==> src/design/dasc_pkg.sv <==
// ----------------------------------------------------------------------------
// dasc_pkg
// Shared constants, word types and register codes of the deep alpha
// sub-step counter.
// ----------------------------------------------------------------------------
`default_nettype none

package dasc_pkg;

	// fixed-point format of alpha and width of the tile total
	localparam int ALPHA_FRAC_BITS = 16;
	localparam int TOTAL_WIDTH     = 32;

	// derived widths
	localparam int SAMPLE_W    = ALPHA_FRAC_BITS + 1;
	localparam int PROD_W      = 2 * ALPHA_FRAC_BITS + 1;
	localparam int STEPS_W     = 14;
	localparam int OUT_TOTAL_W = 32;
	localparam int DIV_CNT_W   = $clog2(SAMPLE_W + 1);

	// configuration port
	localparam int CFG_ADDR_W = 3;
	localparam int CFG_DATA_W = 32;

	// alpha constants
	localparam logic [SAMPLE_W-1:0] ONE_ALPHA = {1'b1, {ALPHA_FRAC_BITS{1'b0}}};
	localparam int MIN_THRESH_INT = ((1 << ALPHA_FRAC_BITS) + 9999) / 10000;
	localparam logic [SAMPLE_W-1:0] MIN_THRESH = SAMPLE_W'(MIN_THRESH_INT);

	// saturation limits
	localparam logic [STEPS_W-1:0]     SUB_MAX   = {STEPS_W{1'b1}};
	localparam logic [TOTAL_WIDTH-1:0] TOTAL_MAX = {TOTAL_WIDTH{1'b1}};

	// register reset values
	localparam logic [SAMPLE_W-1:0] MAX_SUB_ALPHA_RST = SAMPLE_W'(6554);

	// register indexes
	typedef enum logic [0:0] {
		REG_MAX_SUB_ALPHA,
		REG_ALPHA_PRESENT
	} reg_idx_t;

	// input word
	typedef struct packed {
		logic [SAMPLE_W-1:0] sample_alpha;
		logic                pixel_end;
		logic                tile_start;
	} in_word_t;

	// result word
	typedef struct packed {
		logic [STEPS_W-1:0]     sub_steps;
		logic [OUT_TOTAL_W-1:0] running_total;
		logic                   offset_valid;
	} out_word_t;

	// configuration register contents
	typedef struct packed {
		logic [SAMPLE_W-1:0] max_sub_alpha;
		logic                alpha_present;
	} cfg_t;

	// divider status towards the sequencer
	typedef struct packed {
		logic busy;
		logic done;
		logic rem_nz;
	} div_stat_t;

endpackage

`default_nettype wire

==> src/design/dasc_apb_regs.sv <==
// ----------------------------------------------------------------------------
// dasc_apb_regs
// APB-style register file holding the sub-sample alpha limit and the
// alpha-present flag.
// ----------------------------------------------------------------------------
`default_nettype none

module dasc_apb_regs (
	input  wire logic                           clk,
	input  wire logic                           arst_n,
	input  wire logic                           psel,
	input  wire logic                           penable,
	input  wire logic                           pwrite,
	input  wire logic [dasc_pkg::CFG_ADDR_W-1:0] paddr,
	input  wire logic [dasc_pkg::CFG_DATA_W-1:0] pwdata,
	output logic      [dasc_pkg::CFG_DATA_W-1:0] prdata,
	output logic                                pready,
	output dasc_pkg::cfg_t                      cfg
);

	dasc_pkg::reg_idx_t reg_idx;
	logic               wr_en;
	dasc_pkg::cfg_t     cfg_q;

	// decode the register from the word address
	assign reg_idx = dasc_pkg::reg_idx_t'(paddr[2]);
	assign wr_en   = psel && penable && pwrite;
	assign pready  = 1'b1;
	assign cfg     = cfg_q;

	// hold the registers, write on the access phase
	always_ff @(posedge clk or negedge arst_n) begin
		if (!arst_n) begin
			cfg_q.max_sub_alpha <= dasc_pkg::MAX_SUB_ALPHA_RST;
			cfg_q.alpha_present <= 1'b1;
		end else if (wr_en) begin
			case (reg_idx)
				dasc_pkg::REG_MAX_SUB_ALPHA: begin
					cfg_q.max_sub_alpha <= pwdata[dasc_pkg::SAMPLE_W-1:0];
				end
				dasc_pkg::REG_ALPHA_PRESENT: begin
					cfg_q.alpha_present <= pwdata[0];
				end
				default: begin
				end
			endcase
		end
	end

	// read back
	always_comb begin
		prdata = '0;
		case (reg_idx)
			dasc_pkg::REG_MAX_SUB_ALPHA: begin
				prdata = dasc_pkg::CFG_DATA_W'(cfg_q.max_sub_alpha);
			end
			dasc_pkg::REG_ALPHA_PRESENT: begin
				prdata = dasc_pkg::CFG_DATA_W'(cfg_q.alpha_present);
			end
			default: begin
				prdata = '0;
			end
		endcase
	end

endmodule

`default_nettype wire

==> src/design/dasc_div.sv <==
// ----------------------------------------------------------------------------
// dasc_div
// Restoring divider, one quotient bit per cycle. Gives the quotient and
// whether the remainder is non-zero, for a ceiling division.
// ----------------------------------------------------------------------------
`default_nettype none

module dasc_div (
	input  wire logic                          clk,
	input  wire logic                          arst_n,
	input  wire logic                          start,
	input  wire logic [dasc_pkg::SAMPLE_W-1:0] dividend,
	input  wire logic [dasc_pkg::SAMPLE_W-1:0] divisor,
	output logic      [dasc_pkg::SAMPLE_W-1:0] quotient,
	output dasc_pkg::div_stat_t                stat
);

	logic                           busy_q;
	logic                           done_q;
	logic [dasc_pkg::DIV_CNT_W-1:0] cnt_q;
	logic [dasc_pkg::SAMPLE_W-1:0]  rem_q;
	logic [dasc_pkg::SAMPLE_W-1:0]  quo_q;
	logic [dasc_pkg::SAMPLE_W-1:0]  divisor_q;
	logic [dasc_pkg::SAMPLE_W:0]    trial;
	logic                           ge;
	logic [dasc_pkg::SAMPLE_W-1:0]  rem_next;

	// shift in the next dividend bit and try the subtraction
	assign trial    = {rem_q, quo_q[dasc_pkg::SAMPLE_W-1]};
	assign ge       = trial >= {1'b0, divisor_q};
	assign rem_next = ge ? dasc_pkg::SAMPLE_W'(trial - {1'b0, divisor_q})
	                     : trial[dasc_pkg::SAMPLE_W-1:0];

	assign quotient    = quo_q;
	assign stat.busy   = busy_q;
	assign stat.done   = done_q;
	assign stat.rem_nz = |rem_q;

	// iteration control
	always_ff @(posedge clk or negedge arst_n) begin
		if (!arst_n) begin
			busy_q <= 1'b0;
			done_q <= 1'b0;
			cnt_q  <= '0;
		end else begin
			done_q <= 1'b0;
			if (start) begin
				busy_q <= 1'b1;
				cnt_q  <= dasc_pkg::DIV_CNT_W'(dasc_pkg::SAMPLE_W);
			end else if (busy_q) begin
				cnt_q <= cnt_q - 1'b1;
				if (cnt_q == dasc_pkg::DIV_CNT_W'(1)) begin
					busy_q <= 1'b0;
					done_q <= 1'b1;
				end
			end
		end
	end

	// partial remainder and quotient shift register
	always_ff @(posedge clk) begin
		if (start) begin
			rem_q     <= '0;
			quo_q     <= dividend;
			divisor_q <= divisor;
		end else if (busy_q) begin
			rem_q <= rem_next;
			quo_q <= {quo_q[dasc_pkg::SAMPLE_W-2:0], ge};
		end
	end

	// a finished division is never still iterating
	assert property (@(posedge clk) disable iff (!arst_n) done_q |-> !busy_q)
		else $error("divider done while busy");

endmodule

`default_nettype wire

==> src/design/deep_alpha_substep_counter.sv <==
// ----------------------------------------------------------------------------
// deep_alpha_substep_counter
// Splits deep-image samples into sub-samples from their over-composited alpha
// and keeps a saturating per-tile running total of sub-samples.
//
// Input channel (in_valid/in_ready/in_data) carries one sample word: alpha in
// unsigned Q1.16, a pixel-end flag and a tile-start flag. The output channel
// (out_valid/out_ready/out_data) returns one word per sample: its sub-step
// count, the running total including it, and a flag marking the total as a
// pixel's output sample offset.
// Each word runs from acceptance to the next acceptance through these steps,
// with a free output: the product, its rounding, one quotient bit per cycle
// in the restoring divider, seeing the divider finish, the update and the
// return to idle. The next sample is not taken before that return.
// A finished word waits in the output register; the next sample is taken while
// it waits, and only the update at the end of that sample waits for the slot.
// Reset clears the accumulated alpha and the total and restores the registers
// (limit 6554, alpha present).
// Registers: 0 max_sub_alpha at 0x0, 1 alpha_present at 0x4.
// ----------------------------------------------------------------------------
`default_nettype none

module deep_alpha_substep_counter (
	input  wire logic                            clk,
	input  wire logic                            arst_n,
	input  wire logic                            in_valid,
	output logic                                 in_ready,
	input  wire dasc_pkg::in_word_t              in_data,
	output logic                                 out_valid,
	input  wire logic                            out_ready,
	output dasc_pkg::out_word_t                  out_data,
	input  wire logic                            psel,
	input  wire logic                            penable,
	input  wire logic                            pwrite,
	input  wire logic [dasc_pkg::CFG_ADDR_W-1:0] paddr,
	input  wire logic [dasc_pkg::CFG_DATA_W-1:0] pwdata,
	output logic      [dasc_pkg::CFG_DATA_W-1:0] prdata,
	output logic                                 pready
);

	typedef enum logic [2:0] {
		ST_IDLE,
		ST_MUL,
		ST_PREP,
		ST_DIV,
		ST_FIN
	} state_t;

	state_t                            state_q;
	dasc_pkg::cfg_t                    cfg;
	dasc_pkg::div_stat_t               div_stat;
	logic [dasc_pkg::SAMPLE_W-1:0]     quotient;
	logic                              div_start;
	logic [dasc_pkg::SAMPLE_W-1:0]     div_dividend;
	logic [dasc_pkg::SAMPLE_W-1:0]     thr;

	// sample held over the iteration
	logic [dasc_pkg::SAMPLE_W-1:0]     alpha_q;
	logic                              pend_q;
	logic                              tstart_q;
	logic [dasc_pkg::SAMPLE_W-1:0]     acc_base_q;
	logic [dasc_pkg::PROD_W-1:0]       prod_q;

	// block state and output register
	logic [dasc_pkg::SAMPLE_W-1:0]     accum_q;
	logic [dasc_pkg::TOTAL_WIDTH-1:0]  total_q;
	logic                              out_valid_q;
	dasc_pkg::out_word_t               out_data_q;

	logic                              in_fire;
	logic                              slot_free;
	logic [dasc_pkg::SAMPLE_W-1:0]     alpha_clamped;
	logic [dasc_pkg::SAMPLE_W-1:0]     acc_clamped;
	logic [dasc_pkg::SAMPLE_W-1:0]     prod_hi;
	logic [dasc_pkg::SAMPLE_W:0]       q_sum;
	logic [dasc_pkg::STEPS_W-1:0]      steps_div;
	logic [dasc_pkg::STEPS_W-1:0]      steps;
	logic [dasc_pkg::TOTAL_WIDTH-1:0]  total_base;
	logic [dasc_pkg::TOTAL_WIDTH:0]    total_sum;
	logic [dasc_pkg::TOTAL_WIDTH-1:0]  total_new;
	logic [dasc_pkg::SAMPLE_W-1:0]     accum_new;
	dasc_pkg::out_word_t               res;

	dasc_apb_regs u_regs (
		.clk     (clk),
		.arst_n  (arst_n),
		.psel    (psel),
		.penable (penable),
		.pwrite  (pwrite),
		.paddr   (paddr),
		.pwdata  (pwdata),
		.prdata  (prdata),
		.pready  (pready),
		.cfg     (cfg)
	);

	dasc_div u_div (
		.clk      (clk),
		.arst_n   (arst_n),
		.start    (div_start),
		.dividend (div_dividend),
		.divisor  (thr),
		.quotient (quotient),
		.stat     (div_stat)
	);

	// handshakes
	assign in_ready  = (state_q == ST_IDLE);
	assign in_fire   = in_valid && in_ready;
	assign slot_free = !out_valid_q || out_ready;
	assign out_valid = out_valid_q;
	assign out_data  = out_data_q;

	// clamp the incoming alpha and the accumulator to one
	assign alpha_clamped = (in_data.sample_alpha > dasc_pkg::ONE_ALPHA) ? dasc_pkg::ONE_ALPHA
	                                                                    : in_data.sample_alpha;
	assign acc_clamped   = (accum_q > dasc_pkg::ONE_ALPHA) ? dasc_pkg::ONE_ALPHA : accum_q;

	// floor the threshold at the smallest usable limit
	assign thr = (cfg.max_sub_alpha < dasc_pkg::MIN_THRESH) ? dasc_pkg::MIN_THRESH
	                                                        : cfg.max_sub_alpha;

	// round the product up to whole alpha units before dividing by the threshold
	assign prod_hi      = prod_q[dasc_pkg::PROD_W-1:dasc_pkg::ALPHA_FRAC_BITS];
	assign div_dividend = dasc_pkg::SAMPLE_W'(prod_hi
	                    + dasc_pkg::SAMPLE_W'(|prod_q[dasc_pkg::ALPHA_FRAC_BITS-1:0]));
	assign div_start    = (state_q == ST_PREP);

	// ceiling quotient, at least one, saturated to the field
	assign q_sum = {1'b0, quotient} + (dasc_pkg::SAMPLE_W + 1)'(div_stat.rem_nz);
	always_comb begin
		if (q_sum == '0) begin
			steps_div = dasc_pkg::STEPS_W'(1);
		end else if (q_sum > (dasc_pkg::SAMPLE_W + 1)'(dasc_pkg::SUB_MAX)) begin
			steps_div = dasc_pkg::SUB_MAX;
		end else begin
			steps_div = dasc_pkg::STEPS_W'(q_sum);
		end
	end
	assign steps = cfg.alpha_present ? steps_div : dasc_pkg::STEPS_W'(1);

	// saturating tile total
	assign total_base = tstart_q ? '0 : total_q;
	assign total_sum  = {1'b0, total_base} + (dasc_pkg::TOTAL_WIDTH + 1)'(steps);
	assign total_new  = total_sum[dasc_pkg::TOTAL_WIDTH] ? dasc_pkg::TOTAL_MAX
	                                                     : total_sum[dasc_pkg::TOTAL_WIDTH-1:0];

	// over-composite, drop the accumulator at the pixel end
	always_comb begin
		if (pend_q) begin
			accum_new = '0;
		end else if (cfg.alpha_present) begin
			accum_new = dasc_pkg::SAMPLE_W'(acc_base_q + prod_hi);
		end else begin
			accum_new = acc_base_q;
		end
	end

	always_comb begin
		res.sub_steps     = steps;
		res.running_total = dasc_pkg::OUT_TOTAL_W'(total_new);
		res.offset_valid  = pend_q;
	end

	// sequencer, block state and output register
	always_ff @(posedge clk or negedge arst_n) begin
		if (!arst_n) begin
			state_q     <= ST_IDLE;
			out_valid_q <= 1'b0;
			out_data_q  <= '0;
			accum_q     <= '0;
			total_q     <= '0;
		end else begin
			if (out_valid_q && out_ready && (state_q != ST_FIN)) begin
				out_valid_q <= 1'b0;
			end
			case (state_q)
				ST_IDLE: begin
					if (in_valid) begin
						state_q <= ST_MUL;
					end
				end
				ST_MUL: begin
					state_q <= ST_PREP;
				end
				ST_PREP: begin
					state_q <= ST_DIV;
				end
				ST_DIV: begin
					if (div_stat.done) begin
						state_q <= ST_FIN;
					end
				end
				ST_FIN: begin
					if (slot_free) begin
						out_valid_q <= 1'b1;
						out_data_q  <= res;
						total_q     <= total_new;
						accum_q     <= accum_new;
						state_q     <= ST_IDLE;
					end
				end
				default: begin
					state_q <= ST_IDLE;
				end
			endcase
		end
	end

	// capture the word and form the product
	always_ff @(posedge clk) begin
		if (in_fire) begin
			alpha_q    <= alpha_clamped;
			pend_q     <= in_data.pixel_end;
			tstart_q   <= in_data.tile_start;
			acc_base_q <= in_data.tile_start ? '0 : acc_clamped;
		end
		if (state_q == ST_MUL) begin
			prod_q <= alpha_q * (dasc_pkg::ONE_ALPHA - acc_base_q);
		end
	end

	// the divider only finishes while the sequencer waits for it
	assert property (@(posedge clk) disable iff (!arst_n)
		div_stat.done |-> (state_q == ST_DIV))
		else $error("divider finished outside the divide state");

	// an accepted word starts the product in the next cycle
	assert property (@(posedge clk) disable iff (!arst_n)
		in_fire |=> (state_q == ST_MUL) && !in_ready)
		else $error("accepted word did not start");

	// every result has at least one sub-step
	assert property (@(posedge clk) disable iff (!arst_n)
		out_valid_q |-> (out_data_q.sub_steps != '0))
		else $error("zero sub-step count");

	// accumulated alpha never exceeds one
	assert property (@(posedge clk) disable iff (!arst_n)
		accum_q <= dasc_pkg::ONE_ALPHA)
		else $error("accumulated alpha above one");

endmodule

`default_nettype wire

==> config.mk <==
export PLATFORM = sky130hd
export DESIGN_NAME = deep_alpha_substep_counter
export DESIGN_NICKNAME = d
export VERILOG_FILES = /design/src/design/dasc_pkg.sv /design/src/design/dasc_apb_regs.sv /design/src/design/dasc_div.sv /design/src/design/deep_alpha_substep_counter.sv
export SDC_FILE = /design/constraint.sdc
export NUM_CORES = 1
export LEC_CHECK = 0
export BUFFER_PORTS_ARGS = -buffer_cell sky130_fd_sc_hd__buf_2
export CORE_UTILIZATION = 50
export CTS_CLUSTER_DIAMETER = 50
export DETAILED_ROUTE_END_ITERATION = 10
export PLACE_DENSITY = 0.68
export RECOVER_POWER = 25
export SYNTH_ARGS = -nofsm -noshare
export SYNTH_HDL_FRONTEND = slang
export SYNTH_SLANG_ARGS = --single-unit
==> constraint.sdc <==
create_clock -name clk -period 16.76 [get_ports clk]
set_input_delay 0.838 -clock clk [delete_from_list [all_inputs] [get_ports clk]]
set_output_delay 0.838 -clock clk [all_outputs]
set_load 0.005 [all_outputs]
# After elaboration in Yosys (flattened, before gate mapping)
# Cells that the tools add are included.
[word_totals]
word_cells = 87
output_inout_bits = 82
in_bits = 61
reg_bits = 213
[op_classes]
bitwise = 1
n_addsub = 7
multipliers = 1
eq_ne = 9
order_cmp = 5
n_reduce_logical = 17
muxes = 27
[ops]
columns = ["operator", "n"]
rows = [
  ["$mux W17", 6],
  ["$mux W32", 2],
  ["$pmux W32 S2", 1],
  ["$mux W14", 3],
  ["$gt A17 B17 Y1 const B", 2],
  ["$add A32 B14 Y33", 1],
  ["$mul A18 B18 Y33", 1],
  ["$add A17 B1 Y18", 1],
  ["$ge A18 B17 Y1", 1],
  ["$gt A18 B14 Y1 const B", 1],
  ["$logic_not A18 Y1", 1],
  ["$sub A17 B17 Y18 const A", 1],
  ["$add A17 B1 Y17", 1],
  ["$add A17 B17 Y17", 1],
  ["$lt A17 B3 Y1 const B", 1],
  ["$reduce_or A17 Y1", 1],
  ["$sub A17 B17 Y17", 1],
  ["$reduce_or A16 Y1", 1],
  ["$pmux W3 S5", 1],
  ["$mux W5", 2],
  ["$mux W1", 9],
  ["$mux W3", 3],
  ["$eq A3 B2 Y1 const B", 2],
  ["$reduce_and A2 Y1", 3],
  ["other kinds (15)", 20],
]

# Logic depth before layout (Yosys ltp)
[logic_depth]
word_depth = 8
mapped_depth = 31
ltp_nobuf = 28

# By module
# Synthesis repeated with hierarchy kept, for this count alone.
[unflattened]
hier_cells = 2386
area_unflattened_um2 = 22536.6
[by_module_without_submodules]
columns = ["module", "cells_per_inst", "area_per_inst_um2", "n_inst", "seq_area_each_um2"]
rows = [
  ["deep_alpha_substep_counter", 1969, 18037.3, 1, 3773.6],
  ["dasc_div", 341, 3502.1, 1, 1536.5],
  ["dasc_apb_regs", 76, 997.2, 1, 460.4],
]

# Worst setup path before layout
# No wires, ideal clock.
[synth_path]
path_kind = "register -> register"
start = "register acc_base_q[2] in the netlist's numbering"
end = "register prod_q[32] in the netlist's numbering, data pin"
setup_ps = 269
setup_slack_ps = 9281
path_stages_with_launch = 26
period_less_slack_ps = 7479
n_path_buf = 1
arrival_ps = 7210
t_required_ps = 16491
cell_sequence = "edfxtp_1 > or4_4 > nor4_4 > nand2_1 > or4b_1 > xor2_1 > buf_2 > nand2_1 > fa_1 > fa_1 > inv_1 > fa_1 > fa_1 > fa_1 > inv_1 > fa_1 > inv_1 > ha_1 > nand2_1 > o21a_1 > o21ai_0 > a21oi_1 > a31oi_1 > o221ai_1 > a21oi_1 > o211ai_1"
[synth_via]
elab_chain_len = 2
[synth_lines]
columns = ["element", "line_no", "source"]
rows = [
  ["start, declared", "deep_alpha_substep_counter.sv:61", "logic [dasc_pkg::SAMPLE_W-1:0] acc_base_q;"],
  ["start signal, assigned", "deep_alpha_substep_counter.sv:216", "acc_base_q <= in_data.tile_start ? '0 : acc_clamped;"],
  ["$sub A17 B17 Y18", "deep_alpha_substep_counter.sv:219", "prod_q <= alpha_q * (dasc_pkg::ONE_ALPHA - acc_base_q);"],
  ["$mul A18 B18 Y33", "deep_alpha_substep_counter.sv:219", ""],
  ["end signal, assigned", "deep_alpha_substep_counter.sv:219", ""],
  ["end, declared", "deep_alpha_substep_counter.sv:62", "logic [dasc_pkg::PROD_W-1:0] prod_q;"],
]
# Every way passes these cells.
# A chain may end at the register's enable or synchronous reset.

# Worst setup path after layout
# Ends and elaborated chain as after synthesis.

==> results.tsv <==
stage	metric	value	unit
synth	synth_fa_ha_area_share	31.5	%
sta	timing_hold_violations_final	0	
clocking	clkLatencyLatePin	0.58	ns
grt	antenna_found_initial	0	
die	die_y	212	um
clocking	cts_buffers	28	
route	routed_via_density	5.44	
worst_hold_path	hold_path_class	reg -> reg	
synth	seq_area_frac_synth	26.1	%
die	row_count	76	
synth	yosysUniqueCellTypes	82	
grt	grt_usage	23.2	%
die	start_util	51.0	%
sta	finalSetupTns	0	ns
route	drc_errors	0	
synth	synth_compound_area_share	9.88	%
setup_path	crit_path_start_kind	flip-flop	
sta	finalMaxSlewViolations	130	
clocking	cts_sinks	213	
pwr	peakVddDrop	0.0835	mV
setup_path	cpPeakStageDelay	0.64	ns
sta	tightest_slew	3.00	ns
sta	fin_crit_sh	49.7	%
sta	skew	0.0242	ns
route	vias	16400	
setup_path	critical_path_peak_fanout	17	
sta	hold_slack	0.473	ns
setup_path	critPathRequiredTime	17.06	ns
clocking	cts_max_level	1	
grt	grt_pass1_wl	84.4	mm
route	firstDrtPassIters	5	
status	violations	capacitance limit, slew limit	
setup_path	crit_family	adder cells	
die	io_pins	143	
setup_path	path_buf_inv	4	
grt	grt_max_degree	61	
synth	muxShareOfSynthArea	2.20	%
synth	ys_async_sr_fraction	43.7	%
placement	hpwlAfterDp	38.1	mm
pwr	power_density	103	nW/um^2
setup_path	crit_type	reg -> reg	
layout	num-fill-cells	3871	
placement	placed_area	23100	um^2
layout	fin_nets	2885	
status	status	finished with violations	
route	detail-route-antenna-nets	0	
route	drt_iter0_drc	998	
synth	synth_xor_area_share	4.43	%
setup_path	cp_slowest_cell	or4_4	
layout	antenna_cells	0	
sta	fmax	120	MHz
route	routed_wl	50.1	mm
synth	synth_top_family_by_area	adder cells	
grt	overflow	0	
synth	synth-edff-count	103	
clocking	path_clk_slew	0.06	ns
sta	period_minus_slack	8.33	ns
clocking	cts_resized	0	
pwr	leakage	11.3	nW
setup_path	critPathMostFrequentCell	fa_1	
setup_path	end_kind	flip-flop	
job	max_cap_violations	3	
synth	syn_area	22100	um^2
sta	relSlewSlack	-100	%
synth	synth_flop_cell	edfxtp_1	
placement	gp_congestion	0.872	
synth	synth_cells	2364	
route	wl_per_cell	16.6	um
clocking	clk_path_buf_depth	3	
clocking	cts_root_buf	clkbuf_16	
synth	ys_ff_latch	213	
clocking	ctsHoldBuffers	0	
layout	fin_area	24000	um^2
sta	rsz0062_at_grt	no	
die	die_area	45000	um^2
clocking	cts_setup_buffers	0	
synth	synth-simple-area-share	17.6	%
sta	final-setup-viol-count	0	
grt	grt_pass1_vias	17100	
layout	syn_to_final_growth	8.50	%
placement	io_buffers	109	
die	dieWidth	212	um
layout	drive_above_1_share	9.85	%
synth	synth_area_per_cell	9.35	um^2
clocking	cts_tree	yes	
setup_path	crit_arrival	8.63	ns
synth	ys.warnings.count	0	
die	coreArea	43400	um^2
-- cells in the final DEF, fill, tap and decap left out, drive strengths merged, types with 15 or more instances in the layout --
cell type  count
inv          348
nand2        296
fa           243
ha           167
and2         124
buf          123
nor2         117
edfxtp       103
a21oi         91
dfrtp         85
o21ai         81
xnor2         71
nor2b         58
clkbuf        42
xor2          40
nor3          33
nor4          29
nand3         27
mux2i         25
o21a          22
o31ai         22
mux2          21
nand2b        18
a21o          18
or2           17
dfxtp         17
conb          16
a31oi         15
nand4         15
-- metal layers --
layer	vias to the layer above	routed length (um)	track usage, %
met5	-	0	0
met4	0	1260	6.82
met3	100	2370	2.63
met2	388	24300	40.3
met1	8171	22200	30.6
li1	7782	-	-
-- power by group --
group	total, W	switching (W)	internal [W]
sequential	0.000818	0.000116	0.000702
clock	0.000578	0.000247	0.000331
combinational	0.00107	0.000604	0.000465
total	0.00246	0.000967	0.00150
-- final timing paths --
| check | startpoint | to | slack (ns) | depth (start not counted) |
|---|---|---|---|---|
| hold / removal | out_data[36] | out_data[36] | 0.47 | 2 |
| setup / recovery | acc_base_q[2] | prod_q[32] | 8.43 | 25 |
| max in group asynchronous | arst_n | out_data[16] | 12.05 | 2 |
| setup reg to reg | acc_base_q[2] | prod_q[32] | 8.43 | 25 |
| min in group asynchronous | arst_n | u_regs.cfg[7] | 0.93 | 1 |
| hold reg to reg | out_data[36] | out_data[36] | 0.47 | 2 |
-- cell type report --
cell class	count	area (um^2)	area share (%)
Clock buffer	36	772	3.22
Sequential cell	213	5770	24.1
Timing Repair Buffer	129	683	2.85
Multi-Input combinational cell	1698	14600	60.9
Tap cell	585	732	3.05
Clock inverter	16	130	0.543
Inverter	344	1290	5.38
-- worst register-to-register path, stage by stage (launching register included) --
cell and delay [ns]:
edfxtp_1 0.53, or4_4 0.64, nor4_4 0.31, nand2_1 0.16
or4b_1 0.51, xor2_1 0.20, buf_4 0.27, nand2_1 0.12
fa_1 0.54, fa_1 0.50, inv_1 0.06, fa_1 0.50
fa_1 0.52, fa_1 0.54, inv_1 0.06, fa_1 0.54
inv_1 0.04, ha_1 0.37, nand2_1 0.07, o21a_1 0.17
o21ai_0 0.29, a21oi_1 0.15, a31oi_1 0.24, o221ai_1 0.23
a21oi_1 0.30, o211ai_1 0.17
-- cell families after synthesis --
| logic type | Yosys count |
|---|---|
| muxes | 46 |
| buffers and inverters | 467 |
| other | 2 |
| adders and majority gates | 410 |
| DFF | 213 |
| and+or+nand+nor | 784 |
| xor gates and xnor gates | 111 |
| AOI/OAI and AO/OA | 331 |
-- through the flow --
step	setup slack (ns)	util (%)	instances	total power, W
finish	8.43	55.3	3021	0.00246
global route	8.09	55.3	3021	0.00266
CTS	8.40	55.3	3021	0.00248
detailed placement	8.47	53.3	2969	0.00189
global placement	8.61	53.3	2969	0.00185
floorplan	9.28	-	2378	0.00164
-- synthesized netlist by cell type (all sizes together) (18+ instances only) --
master / number / area [um^2]
nor2b: 58 / 363
and2: 124 / 776
dfrtp: 85 / 2130
xnor2: 71 / 629
edfxtp: 103 / 3090
clkbuf: 90 / 338
mux2: 21 / 236
ha: 167 / 2090
nand3: 27 / 135
inv: 342 / 1280
nor3: 33 / 165
o21a: 22 / 165
nand2: 296 / 1110
a21o: 18 / 135
nor4: 29 / 218
a21oi: 91 / 463
nor2: 117 / 439
o31ai: 22 / 198
nand2b: 18 / 113
mux2i: 25 / 250
fa: 243 / 4860
xor2: 40 / 350
buf: 33 / 198
o21ai: 81 / 409
-- flip-flops by register name (all words and copies together) (netlist names) --
name,cells
acc_base_q,17
accum_q,17
alpha_q,17
out_data,47
out_valid,1
pend_q,1
prod_q,33
state_q,3
tstart_q,1
u_div.busy_q,1
u_div.cnt_q,5
u_div.divisor_q,17
u_div.done_q,1
u_div.quotient,17
u_div.rem_q,17
u_regs.cfg,18
No activity file was read; power rests on OpenSTA's default activity.
